File: config.mk
export PLATFORM = sky130hd
export DESIGN_NAME = detector_pad_locator_core
export DESIGN_NICKNAME = d
export VERILOG_FILES = /design/src/sv/dpl_pkg.sv /design/src/sv/dpl_cfg.sv /design/src/sv/dpl_sub.sv /design/src/sv/dpl_seq.sv /design/src/sv/detector_pad_locator_core.sv
export SDC_FILE = /design/constraint.sdc
export NUM_CORES = 1
export LEC_CHECK = 0
export BUFFER_PORTS_ARGS = -buffer_cell sky130_fd_sc_hd__buf_2
export CORE_ASPECT_RATIO = 0.8
export CORE_MARGIN = 10
export CORE_UTILIZATION = 50
export DETAILED_ROUTE_END_ITERATION = 7
export GPL_TIMING_DRIVEN = 0
export MAX_ROUTING_LAYER = met4
export PLACE_DENSITY = 0.74
export SYNTH_ARGS = -nofsm -noshare
export SYNTH_HDL_FRONTEND = slang
export SYNTH_HIERARCHICAL = 1
export SYNTH_SLANG_ARGS = --single-unit
File: constraint.sdc
create_clock -name i_clk -period 18.1 [get_ports i_clk]
set_input_delay 1.81 -clock i_clk [delete_from_list [all_inputs] [get_ports i_clk]]
set_output_delay 1.81 -clock i_clk [all_outputs]
set_load 0.02 [all_outputs]
File: src/sv/dpl_pkg.sv
`timescale 1ns / 1ps
// ----------------------------------------------------------------------------
// dpl_pkg: shared types and constants for the pad locator
// Register indexes, reset values and the configuration bundle.
// ----------------------------------------------------------------------------
package dpl_pkg;

    localparam int CFG_ADDR_W = 3;
    localparam int CFG_DATA_W = 64;
    localparam int ORG_W      = 12;
    localparam int ROWS_W     = 4;
    localparam int ROW_IDX_W  = 4;
    localparam int COL_IDX_W  = 8;
    localparam int PAD_W      = 11;
    localparam int SIZE16_W   = 12;

    localparam logic [CFG_ADDR_W-1:0] CFG_COL_ORIGIN  = 3'd0;
    localparam logic [CFG_ADDR_W-1:0] CFG_ROW_ORIGIN  = 3'd1;
    localparam logic [CFG_ADDR_W-1:0] CFG_ROWS_IN_USE = 3'd2;
    localparam logic [CFG_ADDR_W-1:0] CFG_ROW_HEIGHTS = 3'd3;
    localparam logic [CFG_ADDR_W-1:0] CFG_ROW_WIDTHS  = 3'd4;
    localparam logic [CFG_ADDR_W-1:0] CFG_ROW_COLUMNS = 3'd5;

    localparam logic [ORG_W-1:0]  RST_COL_ORIGIN  = 12'hFA6;
    localparam logic [ORG_W-1:0]  RST_ROW_ORIGIN  = 12'hFE2;
    localparam logic [ROWS_W-1:0] RST_ROWS_IN_USE = 4'd1;

    typedef struct packed {
        logic [ORG_W-1:0]      col_org;
        logic [ORG_W-1:0]      row_org;
        logic [ROWS_W-1:0]     rows;
        logic [CFG_DATA_W-1:0] heights;
        logic [CFG_DATA_W-1:0] widths;
        logic [CFG_DATA_W-1:0] columns;
    } t_cfg;

endpackage

File: src/sv/dpl_cfg.sv
`timescale 1ns / 1ps
// ----------------------------------------------------------------------------
// dpl_cfg: configuration register file
// Holds the origins, active row count and packed per-row geometry.
// ----------------------------------------------------------------------------
module dpl_cfg (
    input  logic                           i_clk,
    input  logic                           i_rst_n,
    input  logic                           i_cfg_wr_en,
    input  logic [dpl_pkg::CFG_ADDR_W-1:0] i_cfg_addr,
    input  logic [dpl_pkg::CFG_DATA_W-1:0] i_cfg_wdata,
    output dpl_pkg::t_cfg                  o_cfg
);

    dpl_pkg::t_cfg r_cfg;

    always_ff @(posedge i_clk) begin
        if (!i_rst_n) begin
            r_cfg.col_org <= dpl_pkg::RST_COL_ORIGIN;
            r_cfg.row_org <= dpl_pkg::RST_ROW_ORIGIN;
            r_cfg.rows    <= dpl_pkg::RST_ROWS_IN_USE;
            r_cfg.heights <= '0;
            r_cfg.widths  <= '0;
            r_cfg.columns <= '0;
        end else if (i_cfg_wr_en) begin
            unique case (i_cfg_addr)
                dpl_pkg::CFG_COL_ORIGIN:  r_cfg.col_org <= i_cfg_wdata[dpl_pkg::ORG_W-1:0];
                dpl_pkg::CFG_ROW_ORIGIN:  r_cfg.row_org <= i_cfg_wdata[dpl_pkg::ORG_W-1:0];
                dpl_pkg::CFG_ROWS_IN_USE: r_cfg.rows    <= i_cfg_wdata[dpl_pkg::ROWS_W-1:0];
                dpl_pkg::CFG_ROW_HEIGHTS: r_cfg.heights <= i_cfg_wdata;
                dpl_pkg::CFG_ROW_WIDTHS:  r_cfg.widths  <= i_cfg_wdata;
                dpl_pkg::CFG_ROW_COLUMNS: r_cfg.columns <= i_cfg_wdata;
                default: begin
                end
            endcase
        end
    end

    assign o_cfg = r_cfg;

endmodule

File: src/sv/dpl_sub.sv
`timescale 1ns / 1ps
// ----------------------------------------------------------------------------
// dpl_sub: shared shift-and-subtract unit
// Computes a - (b << sh) for the origin offsets, the row walk and the column division.
// ----------------------------------------------------------------------------
module dpl_sub #(
    parameter int W = 22
) (
    input  logic [W-1:0] i_a,
    input  logic [W-1:0] i_b,
    input  logic [3:0]   i_sh,
    output logic [W-1:0] o_diff
);

    logic [W-1:0] b_sh;

    assign b_sh   = i_b << i_sh;
    assign o_diff = i_a - b_sh;

endmodule

File: src/sv/dpl_seq.sv
`timescale 1ns / 1ps
// ----------------------------------------------------------------------------
// dpl_seq: pad search sequencer
// Walks the rows one per cycle, then divides out the column bit by bit.
// ----------------------------------------------------------------------------
module dpl_seq #(
    parameter int MAX_ROWS = 8,
    parameter int CW       = 16,
    parameter int W        = 22
) (
    input  logic                          i_clk,
    input  logic                          i_rst_n,
    input  logic                          i_start,
    input  dpl_pkg::t_cfg                 i_cfg,
    input  logic signed [CW-1:0]          i_pos_row_axis,
    input  logic signed [CW-1:0]          i_pos_col_axis,
    input  logic [W-1:0]                  i_diff,
    output logic [W-1:0]                  o_op_a,
    output logic [W-1:0]                  o_op_b,
    output logic [3:0]                    o_op_sh,
    output logic                          o_busy,
    output logic                          o_valid,
    output logic                          o_hit_found,
    output logic [dpl_pkg::ROW_IDX_W-1:0] o_row_index,
    output logic [dpl_pkg::COL_IDX_W-1:0] o_column_index,
    output logic [dpl_pkg::PAD_W-1:0]     o_pad_number
);

    localparam int RW = $clog2(MAX_ROWS + 1);

    localparam logic [2:0] S_IDLE     = 3'd0;
    localparam logic [2:0] S_ROW      = 3'd1;
    localparam logic [2:0] S_COL_INIT = 3'd2;
    localparam logic [2:0] S_COL_OVF  = 3'd3;
    localparam logic [2:0] S_COL_DIV  = 3'd4;

    logic [2:0]                    r_state, n_state;
    logic [RW-1:0]                 r_row_i, n_row_i;
    logic [RW-1:0]                 r_nrows, n_nrows;
    logic [W-1:0]                  r_t, n_t;
    logic signed [CW-1:0]          r_pc, n_pc;
    logic [dpl_pkg::PAD_W-1:0]     r_pad_acc, n_pad_acc;
    logic [dpl_pkg::ROW_IDX_W-1:0] r_row, n_row;
    logic [dpl_pkg::SIZE16_W-1:0]  r_w16, n_w16;
    logic [7:0]                    r_ncols, n_ncols;
    logic [7:0]                    r_q, n_q;
    logic [2:0]                    r_k, n_k;
    logic                          r_valid, n_valid;
    logic                          r_hit, n_hit;
    logic [dpl_pkg::ROW_IDX_W-1:0] r_row_o, n_row_o;
    logic [dpl_pkg::COL_IDX_W-1:0] r_col_o, n_col_o;
    logic [dpl_pkg::PAD_W-1:0]     r_pad_o, n_pad_o;

    logic [2:0] row_sel;
    logic [7:0] h_byte;
    logic [7:0] w_byte;
    logic [7:0] c_byte;
    logic       neg;
    logic       t_pos;

    assign row_sel = 3'(r_row_i);
    assign h_byte  = i_cfg.heights[{row_sel, 3'b000} +: 8];
    assign w_byte  = i_cfg.widths[{row_sel, 3'b000} +: 8];
    assign c_byte  = i_cfg.columns[{row_sel, 3'b000} +: 8];
    assign neg     = i_diff[W-1];
    assign t_pos   = !r_t[W-1] && (r_t != '0);

    always_comb begin
        logic [W-1:0] rem_n;
        logic [7:0]   q_n;
        logic [7:0]   col_n;

        n_state   = r_state;
        n_row_i   = r_row_i;
        n_nrows   = r_nrows;
        n_t       = r_t;
        n_pc      = r_pc;
        n_pad_acc = r_pad_acc;
        n_row     = r_row;
        n_w16     = r_w16;
        n_ncols   = r_ncols;
        n_q       = r_q;
        n_k       = r_k;
        n_valid   = 1'b0;
        n_hit     = r_hit;
        n_row_o   = r_row_o;
        n_col_o   = r_col_o;
        n_pad_o   = r_pad_o;
        o_op_a    = r_t;
        o_op_b    = '0;
        o_op_sh   = 4'd0;
        rem_n     = r_t;
        q_n       = r_q;
        col_n     = '0;

        unique case (r_state)
            S_IDLE: begin
                o_op_a = {{(W-CW){i_pos_row_axis[CW-1]}}, i_pos_row_axis};
                o_op_b = {{(W-dpl_pkg::ORG_W-4){i_cfg.row_org[dpl_pkg::ORG_W-1]}},
                          i_cfg.row_org, 4'b0000};
                if (i_start) begin
                    n_t       = i_diff;
                    n_pc      = i_pos_col_axis;
                    n_row_i   = '0;
                    n_pad_acc = '0;
                    n_nrows   = (i_cfg.rows > dpl_pkg::ROWS_W'(MAX_ROWS)) ?
                                RW'(MAX_ROWS) : RW'(i_cfg.rows);
                    n_state   = S_ROW;
                end
            end
            S_ROW: begin
                o_op_a = r_t;
                o_op_b = {{(W-12){1'b0}}, h_byte, 4'b0000};
                if (r_row_i == r_nrows) begin
                    n_valid = 1'b1;
                    n_hit   = 1'b0;
                    n_row_o = '0;
                    n_col_o = '0;
                    n_pad_o = '0;
                    n_state = S_IDLE;
                end else if (t_pos && neg) begin
                    n_row   = dpl_pkg::ROW_IDX_W'(r_row_i) + 1'b1;
                    n_w16   = {w_byte, 4'b0000};
                    n_ncols = c_byte;
                    n_state = S_COL_INIT;
                end else begin
                    n_t       = i_diff;
                    n_pad_acc = r_pad_acc + dpl_pkg::PAD_W'(c_byte);
                    n_row_i   = r_row_i + 1'b1;
                end
            end
            S_COL_INIT: begin
                o_op_a = {{(W-CW){r_pc[CW-1]}}, r_pc};
                o_op_b = {{(W-dpl_pkg::ORG_W-4){i_cfg.col_org[dpl_pkg::ORG_W-1]}},
                          i_cfg.col_org, 4'b0000};
                if (neg || (i_diff == '0)) begin
                    n_valid = 1'b1;
                    n_hit   = 1'b0;
                    n_row_o = r_row;
                    n_col_o = '0;
                    n_pad_o = '0;
                    n_state = S_IDLE;
                end else begin
                    n_t     = i_diff;
                    n_state = S_COL_OVF;
                end
            end
            S_COL_OVF: begin
                o_op_a  = r_t;
                o_op_b  = {{(W-dpl_pkg::SIZE16_W){1'b0}}, r_w16};
                o_op_sh = 4'd8;
                if (!neg) begin
                    n_valid = 1'b1;
                    n_hit   = 1'b0;
                    n_row_o = r_row;
                    n_col_o = '0;
                    n_pad_o = '0;
                    n_state = S_IDLE;
                end else begin
                    n_q     = '0;
                    n_k     = 3'd7;
                    n_state = S_COL_DIV;
                end
            end
            S_COL_DIV: begin
                o_op_a  = r_t;
                o_op_b  = {{(W-dpl_pkg::SIZE16_W){1'b0}}, r_w16};
                o_op_sh = {1'b0, r_k};
                rem_n   = neg ? r_t : i_diff;
                q_n     = r_q;
                q_n[r_k] = !neg;
                col_n   = q_n + 1'b1;
                n_t     = rem_n;
                n_q     = q_n;
                n_k     = r_k - 1'b1;
                if (r_k == 3'd0) begin
                    n_valid = 1'b1;
                    n_row_o = r_row;
                    if ((rem_n != '0) && (q_n < r_ncols)) begin
                        n_hit   = 1'b1;
                        n_col_o = col_n;
                        n_pad_o = r_pad_acc + dpl_pkg::PAD_W'(col_n);
                    end else begin
                        n_hit   = 1'b0;
                        n_col_o = '0;
                        n_pad_o = '0;
                    end
                    n_state = S_IDLE;
                end
            end
            default: begin
                n_state = S_IDLE;
            end
        endcase
    end

    always_ff @(posedge i_clk) begin
        if (!i_rst_n) begin
            r_state <= S_IDLE;
            r_valid <= 1'b0;
        end else begin
            r_state <= n_state;
            r_valid <= n_valid;
        end
    end

    always_ff @(posedge i_clk) begin
        r_row_i   <= n_row_i;
        r_nrows   <= n_nrows;
        r_t       <= n_t;
        r_pc      <= n_pc;
        r_pad_acc <= n_pad_acc;
        r_row     <= n_row;
        r_w16     <= n_w16;
        r_ncols   <= n_ncols;
        r_q       <= n_q;
        r_k       <= n_k;
        r_hit     <= n_hit;
        r_row_o   <= n_row_o;
        r_col_o   <= n_col_o;
        r_pad_o   <= n_pad_o;
    end

    assign o_busy         = (r_state != S_IDLE);
    assign o_valid        = r_valid;
    assign o_hit_found    = r_hit;
    assign o_row_index    = r_row_o;
    assign o_column_index = r_col_o;
    assign o_pad_number   = r_pad_o;

endmodule

File: src/sv/detector_pad_locator_core.sv
`timescale 1ns / 1ps
// ----------------------------------------------------------------------------
// detector_pad_locator_core: hit position to readout pad lookup
// Rows are walked on the shared subtractor; the column division then does
// one overflow check and eight quotient bits. The next item may start in
// the strobe cycle. The receiver cannot stall; o_valid pulses one cycle.
// Synchronous active-low reset restores register defaults and idles the block.
// ----------------------------------------------------------------------------
module detector_pad_locator_core #(
    parameter int MAX_ROWS    = 8,
    parameter int COORD_WIDTH = 16
) (
    input  logic                           i_clk,
    input  logic                           i_rst_n,
    input  logic                           start,
    output logic                           busy,
    input  logic signed [COORD_WIDTH-1:0]  i_pos_row_axis,
    input  logic signed [COORD_WIDTH-1:0]  i_pos_col_axis,
    input  logic                           i_cfg_wr_en,
    input  logic [dpl_pkg::CFG_ADDR_W-1:0] i_cfg_addr,
    input  logic [dpl_pkg::CFG_DATA_W-1:0] i_cfg_wdata,
    output logic                           o_valid,
    output logic                           o_hit_found,
    output logic [dpl_pkg::ROW_IDX_W-1:0]  o_row_index,
    output logic [dpl_pkg::COL_IDX_W-1:0]  o_column_index,
    output logic [dpl_pkg::PAD_W-1:0]      o_pad_number
);

    localparam int SUB_W = ((COORD_WIDTH > 16) ? COORD_WIDTH : 16) + 6;

    dpl_pkg::t_cfg    cfg;
    logic [SUB_W-1:0] op_a;
    logic [SUB_W-1:0] op_b;
    logic [3:0]       op_sh;
    logic [SUB_W-1:0] diff;

    dpl_cfg u_cfg (
        .i_clk       (i_clk),
        .i_rst_n     (i_rst_n),
        .i_cfg_wr_en (i_cfg_wr_en),
        .i_cfg_addr  (i_cfg_addr),
        .i_cfg_wdata (i_cfg_wdata),
        .o_cfg       (cfg)
    );

    dpl_sub #(
        .W (SUB_W)
    ) u_sub (
        .i_a    (op_a),
        .i_b    (op_b),
        .i_sh   (op_sh),
        .o_diff (diff)
    );

    dpl_seq #(
        .MAX_ROWS (MAX_ROWS),
        .CW       (COORD_WIDTH),
        .W        (SUB_W)
    ) u_seq (
        .i_clk          (i_clk),
        .i_rst_n        (i_rst_n),
        .i_start        (start),
        .i_cfg          (cfg),
        .i_pos_row_axis (i_pos_row_axis),
        .i_pos_col_axis (i_pos_col_axis),
        .i_diff         (diff),
        .o_op_a         (op_a),
        .o_op_b         (op_b),
        .o_op_sh        (op_sh),
        .o_busy         (busy),
        .o_valid        (o_valid),
        .o_hit_found    (o_hit_found),
        .o_row_index    (o_row_index),
        .o_column_index (o_column_index),
        .o_pad_number   (o_pad_number)
    );

endmodule

## After elaboration in Yosys (flattened, before gate mapping)

Cells that the tools add are included.
W data, S select, Z words.

- Bits in registers: 336
- Input bits: 103
- Output and inout port bits: 26
- Logic and storage cells: 148

- Add/sub/neg operators: 6
- Magnitude comparators: 4
- Equality and inequality tests: 20
- Shift-type cells: 4
- Muxes and demuxes: 59
- Bitwise operators: 1
- Reduce and logical (&&, ||, !) cells: 32

Operator list:

| kind | count |
|---|---|
| $shiftx A64 B7 Y8 | 3 |
| $pmux W22 S4 | 2 |
| $mux W22 | 5 |
| $mux W11 | 8 |
| $mux W8 | 6 |
| $pmux W11 S4 | 1 |
| $pmux W22 S2 | 1 |
| $reduce_bool A22 Y1 | 2 |
| $pmux W8 S4 | 1 |
| $mux W4 | 7 |
| $add A11 B8 Y11 | 2 |
| $logic_not A22 Y1 | 1 |
| $pmux W11 S2 | 1 |
| $shl A22 B4 Y22 | 1 |
| $sub A22 B22 Y22 | 1 |
| $mux W3 | 6 |
| $pmux W4 S2 | 2 |
| $pmux W4 S4 | 1 |
| $pmux W8 S2 | 1 |
| $reduce_and A2 Y1 | 8 |
| $pmux W3 S5 | 1 |
| $eq A3 B2 Y1 const B | 4 |
| $mux W1 | 10 |
| $ne A2 B2 Y1 const B | 5 |
| 29 further kinds | 46 |

## Depth between registers and ports, before layout

Gate-level depths: netlist of the first run.

- Depth after elaboration: 12
- Gate-level depth with buffers: 33
- Depth with buffers taken out: 28

## Modules after synthesis

The synthesis of the first run kept the hierarchy.

By module, submodules not included:

| module | times used | cells each | area each (um2) | seq. area each (um2) |
|---|---|---|---|---|
| dpl_cfg | 1 | 799 | 8146.6 | 4404.2 |
| dpl_seq | 1 | 667 | 8089.0 | 3443.3 |
| dpl_sub | 1 | 284 | 1995.7 | 0.0 |

## Worst setup path before layout of the first run

No wires, ideal clock.

- Path kind: register -> register
- From: register u_seq.r_state[2]
- To: register u_seq.r_pad_o (netlist bit u_seq/o_pad_number[10]) (data pin)
- Library setup time: 0.167 ns
- Arrival time: 6.618 ns
- Data required time: 17.933 ns
- Slack: 11.315 ns
- Cell stages (with the launch flop): 32
- Path buffers: 5
- Clock period less this slack: 6.785 ns
- Cells stage by stage: dfxtp_1 clkbuf_1 inv_1 nor3_1 clkbuf_1 nand2_1 inv_1 buf_6 buf_2 mux4_2 mux2i_1 nor2_1 a21oi_1 ha_1 a21oi_1 o21ai_0 a221o_1 a31oi_1 o31ai_1 xnor2_1 buf_4 inv_1 mux2_2 inv_1 o21ai_0 and2_1 ha_1 o21ai_0 o21ai_1 a211oi_1 or4_1 a211oi_1

- Elaborated cells on any way between the ends: 22
- Those cells by class: add/sub (3); order compare (1); eq/ne (4); shift (1); mux (8); reduce/logical (5)

RTL lines:

| element | line | source |
|---|---|---|
| start: declaration | dpl_seq.sv:37 | `logic [2:0] r_state, n_state;` |
| start signal: assignment | dpl_seq.sv:202 | `r_state <= n_state;` |
| $eq A3 B3 Y1 / $eq A3 B2 Y1 (equally long branches) | dpl_seq.sv:96 | `unique case (r_state)` |
| $pmux W4 S2 * | dpl_seq.sv:96 |  |
| via op_sh[0] | detector_pad_locator_core.sv:34 | `logic [3:0] op_sh;` |
| $shl A22 B4 Y22 * | dpl_sub.sv:17 | `assign b_sh = i_b << i_sh;` |
| $sub A22 B22 Y22 * | dpl_sub.sv:18 | `assign o_diff = i_a - b_sh;` |
| via diff[21] | detector_pad_locator_core.sv:35 | `logic [SUB_W-1:0] diff;` |
| $logic_not A1 Y1 | -- |  |
| $bwmux W8 | dpl_seq.sv:171 | `q_n[r_k] = !neg;` |
| $add A8 B1 Y8 / $lt A8 B8 Y1 (equally long branches) | dpl_seq.sv:172, dpl_seq.sv:179 |  |
| $add A11 B8 Y11 / $logic_and A1 B1 Y1 (equally long branches) | dpl_seq.sv:182, dpl_seq.sv:179 |  |
| $mux W11 * | dpl_seq.sv:179 | `if ((rem_n != '0) && (q_n < r_ncols)) begin` |
| $mux W11 * | dpl_seq.sv:176 | `if (r_k == 3'd0) begin` |
| $pmux W11 S4 * | dpl_seq.sv:96 |  |
| end signal: assignment | dpl_seq.sv:221 | `r_pad_o <= n_pad_o;` |
| end: declaration | dpl_seq.sv:52 | `logic [dpl_pkg::PAD_W-1:0] r_pad_o, n_pad_o;` |

Mark *: on every way through the listed nets, which the timed path passes. The rest lies on a longest branch. The select of a mux whose other input is x is not followed.
A chain may end at the register's enable or synchronous reset.

## Worst setup path in the final report of the first run

Ends and elaborated chain as after synthesis.

==> implementation parameters, run 1 <==
Parameter                              Value

Routing
  Via Count ... 14315
  Wire length per cell ... 21.93 um
  DR iter-0 viols ... 1730
  TritonRoute pass-1 iters ... 5
  Routed Wire Length ... 53310 um
  Vias per cell ... ~5.9
  Antenna Nets Post-Route ... 0
  Post-detailed-route DRC marker count ... 0

Finish
  Final-stage net count ... slightly above 2000
  Utilization after layout ... 0.5760
  Area added between synthesis and finish ... 13.48%
  Share of layout cells above drive strength 1 ... 0.1908

Run status
  Outcome ... completed

STA
  Highest attainable clock frequency ... between 0.1 and 0.15 GHz
  Worst clock skew ... 20.14 ps
  Shortest clock period the worst path allows after layout ... ~8900 ps
  Final Max Tran Viols ... 0
  Unrepaired setup endpoints after global routing ... no
  Endpoints failing setup ... 0
  Transition at the pin with the smallest max-transition slack ... roughly 1100 ps
  Final Hold Viols ... 0
  Final worst path period share ... 0.4918
  Setup TNS Final ... 0 ps
  Slew HR ... 0.2461

Worst setup path
  Worst-case register-to-register setup slack ... about 9200 ps
  Critical path endpoint category ... register
  Kind of critical path ... register to register
  Critical path destination ... u_seq/o_pad_number[10]
  Most frequent cell on the critical path ... inv_1
  Number of cell instances on the worst register-to-register path ... 31
  Worst Setup Start Kind ... register
  Crit Reg-Reg Startpoint ... u_seq/r_state[2]
  FF-to-FF End ... u_seq/o_pad_number[10]
  Launch point of the worst path ... u_seq/r_state[2]
  Critical Path Max Stage Delay ... 660 ps
  Required arrival time at the worst endpoint ... about 18000 ps
  Worst-path cell with the longest stage delay ... a31oi_1
  Max FO, Critical Path ... 10
  Worst endpoint data arrival time ... slightly above 9000 ps

Global route
  Wire length of the first global-routing pass ... slightly above 80000 um
  Grt peak-use layer ... met1
  GRT Util Overall ... 0.2441
  GRT overflow ... 0
  Met2 layer usage reported by global route ... 0.3475
  Antenna violations before repair ... 2
  Global routing met3 resource utilization ... 0.03822
  Largest net degree at the start of global routing ... 23
  Vias in the first global route ... between 10000 and 15000
  Grt met1 use ... 0.3540

Logic synthesis
  Top FF cell, synth ... dfxtp_1
  Count of flip-flops with a built-in enable after synthesis ... between 100 and 150
  Area share of the largest cell type after synthesis ... 0.2460
  Top-count cell post-synth ... nand2_1
  Number of standard cells after synthesis ... ~1800
  Sequential element share of the synthesized area ... 0.4304
  Syn_area_per_cell ... between 10 and 15 um^2
  Cell type contributing the most total cell area after synthesis ... dfxtp_1
  Flip-flop and latch count after synthesis ... around 340
  Ranking of synthesized cells by area ... dfxtp_1 25%, edfxtp_1 18%, mux2i_1 15%
  FFs w/ async S/R, synth ... 0
  Warnings, synthesis ... 6
  Synth Cell Area ... 18230 um^2
  Commonest cells post-synth ... 338 x nand2_1, 273 x mux2i_1, 224 x dfxtp_1, 112 x edfxtp_1, 72 x nor2_1
  Number of distinct library cell variants in the gate-level netlist after synthesis ... 78

CTS
  CTS buffer count ... 36
  Clock latency on the worst-skew pair ... approximately 550 ps
  TritonCTS clock tree ... built
  Post-CTS setup-driven buffer insertion count ... 0
  Clock transition at path regs ... 60 ps
  CTS H-Tree Depth ... 2
  CTS resizes ... 0
  Sink count of the clock tree ... about 340
  Number of hold-repair buffers added at the cts stage ... 0
  CTS Root Cell ... clkbuf_16
  Number of buffers between clock root and the deepest sink ... 3

Place
  Placer Congestion ... 0.9418
  Final HPWL DP ... 40560 um
  IO Port Bufs ... approximately 130

Die
  Horizontal die dimension ... 233.5 um
  Starting utilization of the core area ... 0.5076
  Ports placed on the boundary ... ~130
  Area of the core ... between 30000 and 40000 um^2
  Num rows ... 62
  Die height ... roughly 190 um
  Die area ... 44550 um^2

Pwr
  Switching power share of the total ... 0.4065
  Leakage power total ... about 8.6 nW
  Internal power ... around 2.0 mW
  Proportion of power drawn by the clock network ... 0.216
  Combinational group share of total power ... 0.478
  Power density of the placed cells ... 162.4 nW/um^2
  Worst IR drop on VDD ... ~0.000075 V
  Net Switching ... 1.366 mW
  Part of the total power dissipated in sequential elements ... 0.306

Worst hold path
  Worst Min Path Start ... u_cfg/o_cfg[181]
  Hold Crit Class ... register to register

Job
  Count of maximum capacitance violations ... 0
per-layer routing:
metal  vias to the layer above  share of wire  wire length (um)
met5                         -              0                 0
met3                        88          0.087              4647
met4                         0          0.023              1248
met1                      6982           0.46             24570
met2                       613           0.43             22850
li1                       6632              -                 -
logic make-up (layout without fill, tap and decap cells):
group / count (synthesis) / in the layout / share of synthesized area
AOI/OAI and AO/OA: 205 / 205 / 0.07275
xor gates and xnor gates: 33 / 33 / 0.01585
adders and majority gates: 54 / 54 / 0.03823
buffers and inverters: 162 / 359 / 0.04200
DFF: 336 / 336 / 0.4304
muxes: 381 / 381 / 0.2514
other: 1 / 5 / 0.0002057
and+or+nand+nor: 578 / 578 / 0.1491
power groups by stage:
stage               clock (mW)  combinational (mW)  sequential [mW]
floorplan                    0                1.11             1.05
global placement             0                1.52             1.04
detailed placement           0                1.56             1.04
CTS                      0.732                1.57             1.03
global route             0.768                1.74             1.04
finish                   0.726                1.61             1.03
flip-flops by register name, summed over array words and instances (netlist names), 8 cells and up:
name                  count
u_cfg/o_cfg             220
u_seq/r_t                22
u_seq/r_pc               16
u_seq/o_pad_number       11
u_seq/r_pad_acc          11
u_seq/o_column_index      8
u_seq/r_ncols             8
u_seq/r_q                 8
u_seq/r_w16               8
worst max-delay path, delay by kind of cell, from the launching register on:
kind / cells / cell delay, ps
flops: 1 / 310
buf+inv: 9 / 2110
mux: 3 / 1220
simple gates: 5 / 1560
compound gates: 11 / 2590
fa+ha+maj: 2 / 640
xor+xnor: 1 / 270
layout by cell type (no fill, tap or decap), types with 8 or more instances in the layout:
| cell type | count |
|---|---|
| nand3_1 | 11 |
| edfxtp_1 | 112 |
| nor3_1 | 26 |
| xnor2_1 | 18 |
| buf_4 | 27 |
| nor2b_1 | 41 |
| inv_1 | 38 |
| o21ai_0 | 56 |
| xor2_1 | 15 |
| buf_1 | 10 |
| and2_1 | 13 |
| nor2_1 | 71 |
| nand2_1 | 338 |
| nor3b_1 | 10 |
| mux2_2 | 52 |
| a211oi_1 | 14 |
| clkbuf_1 | 66 |
| clkbuf_16 | 36 |
| and3_1 | 9 |
| o221ai_1 | 8 |
| buf_2 | 155 |
| a22oi_1 | 11 |
| dfxtp_1 | 224 |
| mux2i_1 | 273 |
| a21o_1 | 17 |
| ha_1 | 50 |
| a21oi_1 | 46 |
| mux4_2 | 55 |
area by class of cell:
type	count	area [um^2]
tap	480	600.6
antenna	1	2.502
multi-input combinational	1255	9647
fill	3020	15230
clock buffer	49	979.7
sequential	336	7848
clock inverter	17	163.9
buffer	123	619.3
timing repair buffer	131	681.9
inverter	39	146.4
how the worst min path moves through the flow:
stage / end / slack [ps] / cells after the start
2_1_floorplan: u_cfg/o_cfg[193] / 430 / 2
4_1_cts: u_cfg/o_cfg[137] / 460 / 2
3_5_place_dp: u_cfg/o_cfg[132] / 450 / 2
5_1_grt: u_cfg/o_cfg[137] / 470 / 2
6_report: u_cfg/o_cfg[181] / 460 / 2
3_3_place_gp: u_cfg/o_cfg[161] / 440 / 2
through the flow:
step           hold WS, ps  setup WS, ps  total power [mW]  cells  instance area, um^2
5_1_grt              470.6          8437             3.545   2431                20690
4_1_cts              457.6          9320             3.330   2430                20690
3_3_place_gp         439.7          8955             2.559   2361                19480
2_1_floorplan        430.2         11310             2.162   1753                18240
6_report             456.9          9198             3.360   2431                20690
3_5_place_dp         447.5          9391             2.602   2364                19540
Note: power is estimated with default switching activity, not from simulation.
==> run 2, diff against run 1 <==
==> constraint.sdc (replaced) <==
create_clock -name i_clk -period 9.15 [get_ports i_clk]
set_input_delay 0.915 -clock i_clk [delete_from_list [all_inputs] [get_ports i_clk]]
set_output_delay 0.915 -clock i_clk [all_outputs]
set_load 0.02 [all_outputs]
==> implementation parameters, run 2 (synthesis gave the netlist of run 1 again) <==
Parameter                              Value

Pwr
  Worst IR drop on VDD ... between 0.00015 and 0.0002 V
  Leakage power total ... approximately 8.6 nW
  Power density of the placed cells ... ~320 nW/um^2
  Total power of the final layout ... 6.659 mW

CTS
  Sink count of the clock tree ... between 300 and 400
  CTS resizes ... 0
  Number of hold-repair buffers added at the cts stage ... 0
  TritonCTS clock tree ... built
  CTS H-Tree Depth ... 2
  Number of buffers between clock root and the deepest sink ... 3
  CTS buffer count ... 36
  Clock latency on the worst-skew pair ... between 500 and 600 ps
  CTS Root Cell ... clkbuf_16
  Post-CTS setup-driven buffer insertion count ... 0
  Clock transition at path regs ... 60 ps

Worst setup path
  Worst-case register-to-register setup slack ... between 700 and 800 ps
  Critical Path Max Stage Delay ... 630 ps
  Max FO, Critical Path ... 10
  FF-to-FF End ... u_seq/o_pad_number[10]
  Worst endpoint data arrival time ... a little under 9000 ps
  Number of cell instances on the worst register-to-register path ... 28
  Worst-path cell with the longest stage delay ... mux4_2
  Critical path endpoint category ... register
  Worst Setup Start Kind ... register
  Crit Reg-Reg Startpoint ... u_seq/r_row_i[0]
  Kind of critical path ... register to register
  Required arrival time at the worst endpoint ... approximately 9500 ps

Routing
  Antenna Nets Post-Route ... 0
  DR iter-0 viols ... 1733
  TritonRoute pass-1 iters ... 6
  Wire length per cell ... 21.98 um
  Post-detailed-route DRC marker count ... 0
  Via Count ... 14386
  Routed Wire Length ... about 53000 um
  Vias per cell ... around 5.9

Die
  Area of the core ... between 30000 and 40000 um^2
  Horizontal die dimension ... approximately 230 um
  Num rows ... 62
  Starting utilization of the core area ... 0.5076
  Die area ... about 45000 um^2
  Die height ... roughly 190 um
  Ports placed on the boundary ... around 130

STA
  Final worst path period share ... 0.9208
  Final Max Tran Viols ... 0
  Transition at the pin with the smallest max-transition slack ... approximately 1100 ps
  Slew HR ... 0.2413
  Worst clock skew ... 17.22 ps
  Shortest clock period the worst path allows after layout ... between 8000 and 9000 ps
  Highest attainable clock frequency ... roughly 0.12 GHz
  Setup TNS Final ... 0 ps
  Endpoints failing setup ... 0
  Final Hold Viols ... 0
  Unrepaired setup endpoints after global routing ... no

Worst hold path
  Worst Min Path Start ... u_cfg/o_cfg[181]
  Instance count along the most critical hold path ... 2
  Hold Crit Class ... register to register
  Terminating pin of the worst hold path ... u_cfg/o_cfg[181]

Global route
  Antenna violations before repair ... 2
  Largest net degree at the start of global routing ... 23
  GRT Util Overall ... 0.2441
  Wire length of the first global-routing pass ... between 80000 and 90000 um
  Vias in the first global route ... between 10000 and 15000
  GRT overflow ... 0

Finish
  Largest register FFs ... 220
  Final-stage net count ... between 2000 and 2500
  Share of layout cells above drive strength 1 ... 0.1923
  Final-layout fill cell count ... roughly 3000
  Commonest non-fill, non-tap cells in the layout ... 338 x nand2_1, 273 x mux2i_1, 224 x dfxtp_1, 155 x buf_2, 112 x edfxtp_1
  Most common cell after layout, fill and taps aside ... nand2_1
  Area added between synthesis and finish ... 13.55%
  Area of all placed cells without fillers ... between 20000 and 25000 um^2

Place
  Placed inst area ... roughly 20000 um^2
  IO Port Bufs ... roughly 130
  Final HPWL DP ... around 40000 um
  Placer Congestion ... about 0.94

Run status
  Outcome ... completed

Job
  Count of maximum capacitance violations ... 0
-- run 2: cell count changes in the layout (fill, tap and decap cells not counted) --
cell      previous run  this run
a31oi_1              6         5
clkbuf_2             0         1
nor3_1              26        25
nor3_2               1         2
clkbuf_1            66        65
a31oi_2              0         1
-- run 2: power breakdown --
group	switching, mW	internal, mW
clock	0.620	0.817
combinational	1.97	1.22
sequential	0.126	1.90
-- run 2: layer usage --
layer / global-route usage / wire, um
met5: - / 0
met3: 0.03822 / 4885
met1: 0.3540 / 24400
met2: 0.3475 / 22970
met4: 0.06465 / 1170
-- run 2: final cells by class --
type	count	area, um^2	area share
multi-input cells	1255	9658	0.4665
well taps	480	600.6	0.02901
clock inverters	17	163.9	0.007918
plain buffers	123	620.6	0.02998
inverters	39	146.4	0.007072
repair buffers	131	681.9	0.03294
clock buffers	49	979.7	0.04733
diodes	1	2.502	0.0001209
flip-flops and latches	336	7848	0.3791
-- run 2: how the worst max path moves through the flow --
stage	start	end	cells after the start
floorplan	u_seq/r_state[2]	u_seq/o_pad_number[10]	31
global placement	u_seq/r_state[2]	u_seq/r_w16[10]	24
detailed placement	u_seq/r_state[2]	u_seq/o_pad_number[10]	31
CTS	u_seq/r_state[2]	u_seq/o_pad_number[10]	31
global route	u_seq/r_row_i[0]	u_seq/o_pad_number[10]	27
finish	u_seq/r_row_i[0]	u_seq/o_pad_number[10]	28
-- run 2: stage by stage --
| step | util | hold slack (ps) | std cells | worst slack, ps |
|---|---|---|---|---|
| after floorplan | - | 430.2 | 1753 | 2365 |
| after global placement | 0.5425 | 439.7 | 2361 | 5.222 |
| after detailed placement | 0.5441 | 447.5 | 2364 | 441.1 |
| after CTS | 0.5759 | 457.6 | 2430 | 370.4 |
| after global routing | 0.5764 | 470.6 | 2431 | 90.97 |
| final | 0.5764 | 457.8 | 2431 | 724.9 |
-- run 2: worst max-delay path: cells and delay by family (launching register included) --
kind | cells | cell delay, ps
xor gates and xnor gates | 1 | 260
buffers and inverters | 5 | 1420
adders and majority gates | 2 | 630
DFF | 1 | 370
muxes | 5 | 2170
AOI/OAI and AO/OA | 11 | 2470
and+or+nand+nor | 4 | 900
==> run 3, diff against run 2 <==
--- a/config.mk
+++ b/config.mk
@@ -6,14 +6,15 @@
 export NUM_CORES = 1
 export LEC_CHECK = 0
 export BUFFER_PORTS_ARGS = -buffer_cell sky130_fd_sc_hd__buf_2
+export CELL_PAD_IN_SITES_DETAIL_PLACEMENT = 0
+export CELL_PAD_IN_SITES_GLOBAL_PLACEMENT = 2
 export CORE_ASPECT_RATIO = 0.8
 export CORE_MARGIN = 10
-export CORE_UTILIZATION = 50
+export CORE_UTILIZATION = 39
 export DETAILED_ROUTE_END_ITERATION = 7
 export GPL_TIMING_DRIVEN = 0
 export MAX_ROUTING_LAYER = met4
-export PLACE_DENSITY = 0.74
+export PLACE_DENSITY = 0.87
 export SYNTH_ARGS = -nofsm -noshare
 export SYNTH_HDL_FRONTEND = slang
-export SYNTH_HIERARCHICAL = 1
 export SYNTH_SLANG_ARGS = --single-unit
==> implementation parameters, run 3 <==
Parameter                              Value

Run status
  Outcome ... completed

Routing
  Wire length per cell ... 21.58 um
  TritonRoute pass-1 iters ... 6
  Met3 WL post-DR ... 5168 um
  DR iter-0 viols ... 1443
  Met1 wire length ... 28510 um
  Met2 wire length ... 22080 um
  Vias per cell ... around 5.4
  Routed Wire Length ... 56750 um
  Post-detailed-route DRC marker count ... 0
  Highest signal layer in the routed design ... met4
  Antenna Nets Post-Route ... 0
  Via Count ... approximately 14000

Finish
  Utilization after layout ... 0.4590
  Final-stage net count ... roughly 2200
  Commonest non-fill, non-tap cells in the layout ... 500 x nand2_1, 224 x dfxtp_1, 207 x a21boi_0, 136 x buf_2, 112 x edfxtp_1
  Largest register FFs ... between 200 and 250
  Share of layout cells above drive strength 1 ... 0.1462
  Most common cell after layout, fill and taps aside ... nand2_1
  Area added between synthesis and finish ... 15.48%

Die
  Horizontal die dimension ... ~260 um
  Ports placed on the boundary ... about 130
  Starting utilization of the core area ... 0.3975
  Die height ... ~210 um
  Die area ... about 53000 um^2
  Area of the core ... roughly 43000 um^2
  Num rows ... between 60 and 70

STA
  Transition at the pin with the smallest max-transition slack ... 1262 ps
  Shortest clock period the worst path allows after layout ... roughly 8300 ps
  Slew HR ... 0.1565
  Unrepaired setup endpoints after global routing ... no
  Highest attainable clock frequency ... 0.1203 GHz
  Final worst path period share ... 0.9088
  Final Hold Viols ... 0
  Worst clock skew ... 25.41 ps
  Setup TNS Final ... 0 ps
  Final Max Tran Viols ... 0
  Endpoints failing setup ... 0

Pwr
  Combinational group share of total power ... 0.388
  Leakage power total ... 7.323 nW
  Worst IR drop on VDD ... roughly 0.00012 V
  Total power of the final layout ... approximately 5.7 mW
  Proportion of power drawn by the clock network ... 0.269
  Switching power share of the total ... 0.3760
  Part of the total power dissipated in sequential elements ... 0.342
  Internal power ... about 3.5 mW
  Power density of the placed cells ... 284.7 nW/um^2
  Net Switching ... roughly 2.1 mW

Place
  Placer Congestion ... just over 0.9
  IO Port Bufs ... around 130
  Final HPWL DP ... 43760 um

Worst setup path
  Worst endpoint data arrival time ... about 8600 ps
  Launch point of the worst path ... u_seq.r_row_i[1]
  Critical path endpoint category ... register
  Required arrival time at the worst endpoint ... approximately 9400 ps
  Critical Path Max Stage Delay ... about 760 ps
  Max FO, Critical Path ... 10
  FF-to-FF End ... u_seq.o_pad_number[10]
  Kind of critical path ... register to register
  Crit Reg-Reg Startpoint ... u_seq.r_row_i[1]
  Worst-case register-to-register setup slack ... about 830 ps
  Worst Setup Start Kind ... register
  Number of cell instances on the worst register-to-register path ... 31
  Worst-path cell with the longest stage delay ... clkbuf_1

Logic synthesis
  Syn Nets ... 1983
  Commonest cells post-synth ... 500 x nand2_1, 224 x dfxtp_1, 207 x a21boi_0, 112 x edfxtp_1, 98 x clkbuf_1
  Syn_area_per_cell ... approximately 9.4 um^2
  FFs w/ async S/R, synth ... 0
  Number of standard cells after synthesis ... around 1800
  Top-count cell post-synth ... nand2_1
  Number of distinct library cell variants in the gate-level netlist after synthesis ... 80
  Cell type contributing the most total cell area after synthesis ... dfxtp_1
  Flip-flop and latch count after synthesis ... between 300 and 400
  Area share of the largest cell type after synthesis ... 0.2595
  Ranking of synthesized cells by area ... dfxtp_1 26%, edfxtp_1 19%, nand2_1 11%
  Warnings, synthesis ... 0
  Synth Cell Area ... between 15000 and 20000 um^2
  Count of flip-flops with a built-in enable after synthesis ... ~110
  Sequential element share of the synthesized area ... 0.4541
  Top FF cell, synth ... dfxtp_1

Worst hold path
  Hold Crit Class ... register to register
  Instance count along the most critical hold path ... 2
  Terminating pin of the worst hold path ... u_cfg.o_cfg[151]
  Worst Min Path Start ... u_cfg.o_cfg[151]

CTS
  Sink count of the clock tree ... 336
  CTS Root Cell ... clkbuf_16
  Clock latency on the worst-skew pair ... between 500 and 600 ps
  Post-CTS setup-driven buffer insertion count ... 0
  Number of buffers between clock root and the deepest sink ... 3
  CTS buffer count ... 38
  Number of hold-repair buffers added at the cts stage ... 0
  Clock transition at path regs ... around 60 ps
  CTS resizes ... 0
  CTS H-Tree Depth ... 2
  TritonCTS clock tree ... built

Global route
  Vias in the first global route ... roughly 14000
  Wire length of the first global-routing pass ... between 80000 and 90000 um
  Antenna violations before repair ... 0
  GRT Util Overall ... 0.2140
  Largest net degree at the start of global routing ... 25
  GRT overflow ... 0

Job
  Count of maximum capacitance violations ... 0
-- run 3: stage by stage --
stage / hold WS (ps) / worst slack (ps) / area, um^2 / std cells
finish: 463.6 / 834.2 / 19960 / 2630
global route: 477.7 / 307.4 / 19950 / 2627
CTS: 463.1 / 913.1 / 19950 / 2627
detailed placement: 454.9 / 918.4 / 18710 / 2558
global placement: 447.0 / 615.2 / 18660 / 2555
floorplan: 433.2 / 2540 / 17280 / 1833
-- run 3: layout make-up --
cell class	count	area, um^2
fillers	4214	23520
multi-input cells	1339	8826
flip-flops and latches	336	7848
clock buffers	57	1177
well taps	595	744.5
repair buffers	130	678.2
plain buffers	119	469.2
inverters	39	146.4
clock inverters	12	58.81
diodes	3	7.507
-- run 3: worst max-delay path: cells and delay by family (launching register included) --
kind / cells / cell delay (ps)
buffers and inverters: 5 / 1800
adder cells (fa/ha/maj): 3 / 820
flip-flops: 1 / 630
XOR/XNOR: 2 / 450
AO/OA/AOI/OAI: 10 / 1930
AND/OR/NAND/NOR: 6 / 840
multiplexers: 5 / 1550
-- run 3: worst max-delay path by stage --
| stage | to | slack (ps) | cells after the start |
|---|---|---|---|
| final | u_seq.o_pad_number[10] | 830 | 31 |
| after global routing | u_seq.o_pad_number[10] | 310 | 30 |
| after CTS | u_seq.o_pad_number[10] | 910 | 31 |
| after detailed placement | u_seq.o_pad_number[10] | 920 | 31 |
| after global placement | u_seq.r_ncols[1] | 620 | 18 |
| after floorplan | u_seq.r_ncols[0] | 2540 | 19 |
-- run 3: kinds of logic (layout without fill, tap and decap cells) --
kind of cell	Yosys count	in the layout	synth area share
other	0	3	0
DFF	336	336	0.4541
muxes	123	123	0.1077
AOI/OAI and AO/OA	389	389	0.1624
adders and majority gates	47	47	0.03490
and+or+nand+nor	735	735	0.1809
xor gates and xnor gates	45	45	0.02433
buffers and inverters	158	357	0.03562
-- run 3: power by group through the flow --
stage	sequential, mW	clock (mW)	combinational (mW)
after detailed placement	1.97	0	2.18
after floorplan	1.96	0	1.56
after global placement	1.97	0	2.14
after CTS	1.94	1.55	2.19
final	1.94	1.53	2.21
after global routing	1.96	1.60	2.43
-- run 3: per-layer routing --
layer | track usage | vias up
met5 | - | -
met4 | 0.04314 | 0
met3 | 0.04245 | 71
met2 | 0.2834 | 490
met1 | 0.3255 | 6879
li1 | - | 6763
